[config.mk]
export PLATFORM = sky130hd
export DESIGN_NAME = ujfr_parser
export DESIGN_NICKNAME = d
export VERILOG_FILES = /design/src/design/ujfr_pkg.sv /design/src/design/ujfr_parser.sv
export SDC_FILE = /design/constraint.sdc
export NUM_CORES = 1
export LEC_CHECK = 0
export ABC_CLOCK_PERIOD_IN_PS = 4900
export BUFFER_PORTS_ARGS = -buffer_cell sky130_fd_sc_hd__buf_4
export CAP_MARGIN = 5
export CORE_ASPECT_RATIO = 1.1
export CORE_UTILIZATION = 55
export CTS_BUF_LIST = sky130_fd_sc_hd__clkbuf_16
export CTS_CLUSTER_DIAMETER = 150
export DETAILED_ROUTE_END_ITERATION = 10
export GPL_TIMING_DRIVEN = 0
export HOLD_SLACK_MARGIN = 0.02
export PLACE_DENSITY_LB_ADDON = 0.15
export SLEW_MARGIN = 10
export SYNTH_ARGS = -nofsm -noshare
export SYNTH_HDL_FRONTEND = slang
export SYNTH_SLANG_ARGS = --single-unit
[constraint.sdc]
create_clock -name clk -period 4.9 [get_ports clk]
set_clock_uncertainty 0.2 [all_clocks]
set_input_delay 0.49 -clock clk [delete_from_list [all_inputs] [get_ports clk]]
set_output_delay 0.49 -clock clk [all_outputs]
set_load 0.01 [all_outputs]
[src/design/ujfr_pkg.sv]
// Shared types, codes and constants of the frame receiver.
package ujfr_pkg;

  localparam int MAX_IMAGE_BYTES_DEF = 65536;
  localparam logic [16:0] MIN_FRAME_LEN_RST = 17'd500;

  localparam logic [7:0] SYNC_BYTE_A = 8'hAA;
  localparam logic [7:0] SYNC_BYTE_B = 8'h55;
  localparam logic [7:0] SOI_BYTE_0  = 8'hFF;
  localparam logic [7:0] SOI_BYTE_1  = 8'hD8;

  typedef enum logic [1:0] {
    CMD_BYTE  = 2'd0,
    CMD_CLEAR = 2'd1,
    CMD_READ  = 2'd2
  } cmd_t;

  typedef enum logic [2:0] {
    ST_NONE     = 3'd0,
    ST_ACCEPT   = 3'd1,
    ST_BADLEN   = 3'd2,
    ST_OVERFLOW = 3'd3,
    ST_NOTJPEG  = 3'd4
  } status_t;

  typedef enum logic [2:0] {
    PH_SYNC = 3'b001,
    PH_LEN  = 3'b010,
    PH_DATA = 3'b100
  } phase_t;

  // Outcome of one request, as the result register takes it.
  typedef struct packed {
    status_t     status;
    logic        ready;
    logic [16:0] length;
  } step_res_t;

  // Sync word AA 55 AA 55: even positions AA, odd 55.
  function automatic logic [7:0] sync_byte(input logic [1:0] pos);
    sync_byte = pos[0] ? SYNC_BYTE_B : SYNC_BYTE_A;
  endfunction

endpackage

[src/design/ujfr_parser.sv]
// Sync hunt, length capture, payload count and image-ready bookkeeping.
module ujfr_parser #(
  parameter int MAX_IMAGE_BYTES = ujfr_pkg::MAX_IMAGE_BYTES_DEF,
  parameter int AW = $clog2(MAX_IMAGE_BYTES),
  parameter int CW = $clog2(MAX_IMAGE_BYTES + 1)
) (
  input  logic                clk,
  input  logic                rst_n,
  input  logic                en,
  input  ujfr_pkg::cmd_t      cmd,
  input  logic [7:0]          rx_byte,
  input  logic [16:0]         min_len,
  output ujfr_pkg::step_res_t res,
  output logic                wr_en,
  output logic [AW-1:0]       wr_addr,
  output logic [7:0]          wr_data
);
  import ujfr_pkg::*;

  localparam logic [CW-1:0] CNT_MAX = CW'(MAX_IMAGE_BYTES);
  localparam logic [31:0]   LEN_MAX = 32'(MAX_IMAGE_BYTES);

  phase_t      phase_r, phase_nxt;
  logic [1:0]  sync_cnt_r, sync_cnt_nxt;
  logic [1:0]  len_idx_r, len_idx_nxt;
  logic [31:0] ann_len_r, ann_len_nxt;
  logic [CW-1:0] rx_cnt_r, rx_cnt_nxt;
  logic        ready_r, ready_nxt;
  logic [16:0] stored_len_r, stored_len_nxt;
  // copies of buffer offsets 0 and 1 for the start-of-image check
  logic [7:0]  byte0_r, byte0_nxt;
  logic [7:0]  byte1_r, byte1_nxt;
  logic [CW-1:0] cnt_inc;
  status_t     status;
  logic        wr;

  assign cnt_inc = rx_cnt_r + CW'(1);

  always_comb begin
    phase_nxt      = phase_r;
    sync_cnt_nxt   = sync_cnt_r;
    len_idx_nxt    = len_idx_r;
    ann_len_nxt    = ann_len_r;
    rx_cnt_nxt     = rx_cnt_r;
    ready_nxt      = ready_r;
    stored_len_nxt = stored_len_r;
    byte0_nxt      = byte0_r;
    byte1_nxt      = byte1_r;
    status         = ST_NONE;
    wr             = 1'b0;
    unique case (cmd)
      CMD_BYTE: begin
        unique case (phase_r)
          PH_LEN: begin
            ann_len_nxt[{len_idx_r, 3'b000} +: 8] = rx_byte;
            len_idx_nxt = len_idx_r + 2'd1;
            if (len_idx_r == 2'd3) begin
              if (ann_len_nxt < 32'(min_len) || ann_len_nxt > LEN_MAX) begin
                status    = ST_BADLEN;
                phase_nxt = PH_SYNC;
              end else begin
                rx_cnt_nxt = '0;
                phase_nxt  = PH_DATA;
              end
            end
          end
          PH_DATA: begin
            wr         = !ready_r;
            rx_cnt_nxt = cnt_inc;
            if (wr && rx_cnt_r == CW'(0)) begin
              byte0_nxt = rx_byte;
            end
            if (wr && rx_cnt_r == CW'(1)) begin
              byte1_nxt = rx_byte;
            end
            if (cnt_inc == CNT_MAX) begin
              status    = ST_OVERFLOW;
              phase_nxt = PH_SYNC;
            end else if (32'(cnt_inc) >= ann_len_r) begin
              if (!ready_r) begin
                if (byte0_nxt == SOI_BYTE_0 && byte1_nxt == SOI_BYTE_1) begin
                  stored_len_nxt = ann_len_r[16:0];
                  ready_nxt      = 1'b1;
                  status         = ST_ACCEPT;
                end else begin
                  status = ST_NOTJPEG;
                end
              end
              phase_nxt = PH_SYNC;
            end
          end
          default: begin
            if (rx_byte == sync_byte(sync_cnt_r)) begin
              sync_cnt_nxt = sync_cnt_r + 2'd1;
              if (sync_cnt_r == 2'd3) begin
                len_idx_nxt = '0;
                ann_len_nxt = '0;
                phase_nxt   = PH_LEN;
              end
            end else begin
              sync_cnt_nxt = (rx_byte == SYNC_BYTE_A) ? 2'd1 : 2'd0;
            end
          end
        endcase
      end
      CMD_CLEAR: ready_nxt = 1'b0;
      default: ;
    endcase
  end

  always_ff @(posedge clk) begin
    if (!rst_n) begin
      phase_r      <= PH_SYNC;
      sync_cnt_r   <= '0;
      len_idx_r    <= '0;
      ann_len_r    <= '0;
      rx_cnt_r     <= '0;
      ready_r      <= 1'b0;
      stored_len_r <= '0;
    end else if (en) begin
      phase_r      <= phase_nxt;
      sync_cnt_r   <= sync_cnt_nxt;
      len_idx_r    <= len_idx_nxt;
      ann_len_r    <= ann_len_nxt;
      rx_cnt_r     <= rx_cnt_nxt;
      ready_r      <= ready_nxt;
      stored_len_r <= stored_len_nxt;
    end
  end

  always_ff @(posedge clk) begin
    if (en) begin
      byte0_r <= byte0_nxt;
      byte1_r <= byte1_nxt;
    end
  end

  assign res.status = status;
  assign res.ready  = ready_nxt;
  assign res.length = stored_len_nxt;
  assign wr_en      = en && wr;
  assign wr_addr    = rx_cnt_r[AW-1:0];
  assign wr_data    = rx_byte;

  // ready only rises on a processed request
  a_ready_rise: assert property (@(posedge clk) disable iff (!rst_n)
    $rose(ready_r) |-> $past(en))
    else $error("ready flag rose without a request");

  // payload count never reaches the buffer size inside a frame
  a_cnt_range: assert property (@(posedge clk) disable iff (!rst_n)
    phase_r == PH_DATA |-> rx_cnt_r < CNT_MAX)
    else $error("payload count out of range");

endmodule
**Yosys cells after proc, flatten, opt, wreduce, memory -nomap -nowiden**

Index checks and enable logic that the tools add are counted.

- $add $sub $neg: 4
- Magnitude comparators: 3
- Equality and inequality tests: 14
- Shift-type cells: 2
- Multiplexer cells: 48
- Bitwise operators: 2
- Reductions and logical operators: 19

Operators by type and width:

| cell | count |
|---|---|
| $mux W17 | 8 |
| $mux W32 | 2 |
| $pmux W32 S2 | 1 |
| $mux W8 | 7 |
| $pmux W17 S2 | 1 |
| $mux W3 | 11 |
| $bwmux W32 | 1 |
| $ge A17 B32 Y1 | 1 |
| $gt A32 B17 Y1 const B | 1 |
| $lt A32 B17 Y1 | 1 |
| $shift A8 B7 Y32 const A | 1 |
| $shiftx A8 B7 Y32 | 1 |
| $eq A8 B8 Y1 const B | 3 |
| $add A17 B1 Y17 const B | 1 |
| $eq A17 B1 Y1 const B | 1 |
| $eq A17 B17 Y1 const B | 1 |
| $logic_not A17 Y1 | 1 |
| $pmux W3 S2 | 2 |
| $mux W2 | 5 |
| $reduce_and A5 Y1 | 2 |
| $eq A8 B8 Y1 | 1 |
| $mux W1 | 8 |
| $neg A5 Y7 | 1 |
| $reduce_and A3 Y1 | 2 |
| other kinds (18) | 28 |

- Register bits after elaboration: 90
- Input port bits: 30
- Output and inout port bits: 46
- Word-level logic and storage cells: 101

**Depth between registers and ports, before layout**

- Depth after elaboration: 13
- Mapped depth: 17
- Depth with buffers taken out: 13

**Worst setup path after synthesis**

Ideal clock, no wire load.

- Kind: reg2out
- Start: register rx_cnt_r[0]
- End: output res[0] (netlist name)
- Arrival: 3.535 ns
- Data required time: 4.210 ns
- Path slack: 0.675 ns
- Cell stages (with the launch flop): 16
- Path buffers: 3
- Path through: dfxtp_1 > ha_1 > nand4_1 > nor4_1 > xnor2_1 > ha_1 > a21o_1 > a211oi_1 > o211ai_1 > a21o_1 > and4_1 > buf_6 > and4_4 > buf_6 > buf_12 > mux2_4

RTL lines:

| what | line | source |
|---|---|---|
| start, declared | ujfr_parser.sv:27 | `logic [CW-1:0] rx_cnt_r, rx_cnt_nxt;` |
| start signal, assigned | ujfr_parser.sv:125 | `rx_cnt_r <= rx_cnt_nxt;` |
| end, declared | ujfr_parser.sv:13 | `output ujfr_pkg::step_res_t res,` |

==> reports/results.ini <==
[outcome]
outcome = finished clean

[cells_and_area]
final_layout_size_suffix_gt1_frac = 0.240
fin_cells = 969
fin_util = 0.674
nets = 889
diodes = 0
fill_cells = 939
area_growth_pct = 19.3

[route]
num_vias = 6079
vias_per_cell = 6.27
routedWlPerCell_um = 18.7
drc = 0
final_antenna_net_count = 0
wirelength_mm = 18.1
drt_iter0_drc = 565
drt_pre_antenna_iters = 7

[sta]
min_period_ps = 4800
fmax_mhz = 208
tightest_slew_ps = 753
fin_crit_sh = 0.980
finalSetupViolCount = 0
slew_headroom = 0.495
hold_violations = 0
slew_violations = 0
setup_ws_ps = 95.7

[clock_tree]
clkTransAtPathRegs_ps = 70
htree_levels = 3
clkSinkCount = 90
clk_path_buf_depth = 2
cts_tree = yes
cts_hold_buf = 0
cts-buffers-inserted = 9
clk_latency_ps = 350
cts-root-buf = clkbuf_16

[power_and_ir_drop]
internal_power_mw = 1.14
peakVddDrop_v = 0.000144
p_sw_uw = 376
p_leak_nw = 3.01
power_mw = 1.51
p_sw_frac = 0.249
p_per_area_nw_per_um2 = 206
combPwrFrac = 0.065
share_seq_of_total_power = 0.495
clockPowerShare = 0.440

[grt]
antenna_found_initial = 0
grt_pass1_vias = 5899
grt_overflow_total = 0
grt_max_degree = 26
grt_use_total = 0.323
grt_pass1_wl_mm = 28.9

[min_path]
hold_class = flop to flop

[logic_synthesis]
yosysTopAreaCell = dfxtp_1
netlist_area_um2 = 6160
synth_edf_count = 16
avgSynthCellArea_um2 = 8.42
synth_cell_types = 68
synthesis.nets = 803
netlist_instances = 731
synth-seq-area-share = 0.319
synthArstFlopShare = 0
ys_warn_count = 0
yosys_register_bits = 90
synthTopCellsByArea = dfxtp_1, ha_1, edfxtp_1
synth_top_area_frac = 0.241
ys.flop_type = dfxtp_1

[placement]
port_buffers = 72
place_congestion = 0.954
place_ws_ps = -318
dp_hpwl_mm = 13.3
dp.cells = 950

[floorplan]
die_w_um = 103
fp-row-count = 40
die_area_um2 = 11600
initial_utilization = 0.564
pin_count = 76
die_h_um = 113
coreArea_um2 = 10900

[critical_path]
cp_cell_sequence = clkbuf_4, and4_2, nand2_1, xnor2_1, ha_1, nand2_1, or3_1, o221ai_2, a21o_1, and4_1, buf_6, and4_4, buf_6, buf_12, mux2_4, buf_4
crit_path_max_fanout = 10
r2r_slack_ps = 560
worst_ep_arrival_time_ps = 4110
cp-end-kind = output pin
worst-setup-path-type = flop to output pin
slowest_stage = dfxtp_1
start_kind = flop
cpPeakStageDelay_ps = 390
critPathRequiredTime_ps = 4210

[run]
maxCapViolations = 0

flip-flops by register name, summed over array words and instances (netlist names):
name,flops
sync_cnt_r,2
stored_len_r,17
rx_cnt_r,17
phase_r,3
len_idx_r,2
ann_len_r,32
byte1_r,8
ready_r,1
byte0_r,8
synthesized netlist by cell type, types with 3 or more instances:
library cell / count
o21ai_0: 40
buf_6: 3
dfxtp_1: 74
a21oi_1: 47
a32o_1: 11
nand4_1: 15
nor4_1: 11
nand3_1: 36
or4_1: 5
o21a_1: 5
mux2_4: 10
ha_1: 42
nand2_1: 44
and3_1: 9
o31ai_1: 8
buf_4: 25
nor2_1: 56
nor2b_1: 6
and4_1: 6
or2_2: 3
and2_1: 6
o211ai_1: 4
a31oi_1: 6
nor3_1: 16
xnor2_1: 14
o21ai_1: 4
o22ai_1: 10
clkbuf_1: 36
edfxtp_1: 16
o221ai_1: 3
a22o_1: 10
or3_1: 4
a22oi_1: 18
o32ai_1: 3
nand4b_1: 5
nor4bb_1: 3
a21o_1: 3
nand2b_1: 8
inv_1: 44
mux2_2: 23
worst max-delay path: cells and delay by family (launching register included):
| kind | cells | cell delay [ps] |
|---|---|---|
| and+or+nand+nor | 6 | 1280 |
| buffers and inverters | 5 | 840 |
| AOI/OAI and AO/OA | 2 | 440 |
| DFF | 1 | 390 |
| adders and majority gates | 1 | 330 |
| muxes | 1 | 310 |
| xor gates and xnor gates | 1 | 170 |
power by group through the flow:
stage | logic, mW | clock network (mW) | registers [mW]
5_1_grt | 0.107 | 0.707 | 0.748
4_1_cts | 0.0968 | 0.668 | 0.749
6_report | 0.0986 | 0.665 | 0.749
3_5_place_dp | 0.0964 | 0 | 0.767
2_1_floorplan | 0.0510 | 0 | 0.767
3_3_place_gp | 0.0926 | 0 | 0.767
cells by family after synthesis:
group                      share of synthesized area
and+or+nand+nor                                0.212
AOI/OAI and AO/OA                              0.202
buffers and inverters                         0.0916
DFF                                            0.319
adders and majority gates                     0.0853
muxes                                         0.0697
xor gates and xnor gates                      0.0213
placed cells by master (no fill, tap or decap), drive strengths merged, types with 8 or more instances in the layout:
master,count
inv,48
xnor2,14
nand2,44
o21ai,44
o31ai,8
mux2,33
edfxtp,16
o22ai,10
nand4,15
and3,9
nor2,56
a32o,11
nor3,16
a21oi,47
a22oi,18
nor4,11
dfxtp,74
nand2b,8
a22o,10
clkbuf,42
buf,111
ha,42
nand3,36
what timing repair did:
item / in CTS / in global routing
endpoints found under the setup margin: 21 / 28
buffers inserted: 2 / 6
gates cloned: 0 / 0
pin swaps: 3 / 4
resized for setup: 17 / 22
metrics by stage:
step | hold WS [ps] | area (um2) | setup TNS (ps)
2_1_floorplan | 240 | 6160 | 0
3_3_place_gp | 253 | 6880 | -2860
3_5_place_dp | 264 | 6880 | -4490
4_1_cts | 275 | 7230 | 0
5_1_grt | 292 | 7350 | -55.5
6_report | 276 | 7350 | 0
layer usage:
layer,GRT usage,part of all wire
met1,0.416,0.41
met4,0.208,0.051
met5,0,0
met2,0.506,0.47
met3,0.0389,0.070
path summary, 6_finish.rpt:
| kind | startpoint | to | cells past startpoint |
|---|---|---|---|
| setup / recovery | rx_cnt_r[3] | res[3] | 16 |
| hold / removal | stored_len_r[8] | stored_len_r[8] | 2 |
| setup reg to reg | len_idx_r[0] | rx_cnt_r[8] | 15 |
| hold reg to reg | stored_len_r[8] | stored_len_r[8] | 2 |
final cells by class:
class	instances	area, um2	share of cell area
multi-input cells	527	3760	0.511
repair buffers	80	598	0.0814
flip-flops and latches	90	1980	0.269
clock buffers	9	225	0.0306
plain buffers	64	384	0.0523
inverters	45	169	0.0230
well taps	147	184	0.0250
clock inverters	7	52.6	0.00715
Power figures use the tool's default switching activity.
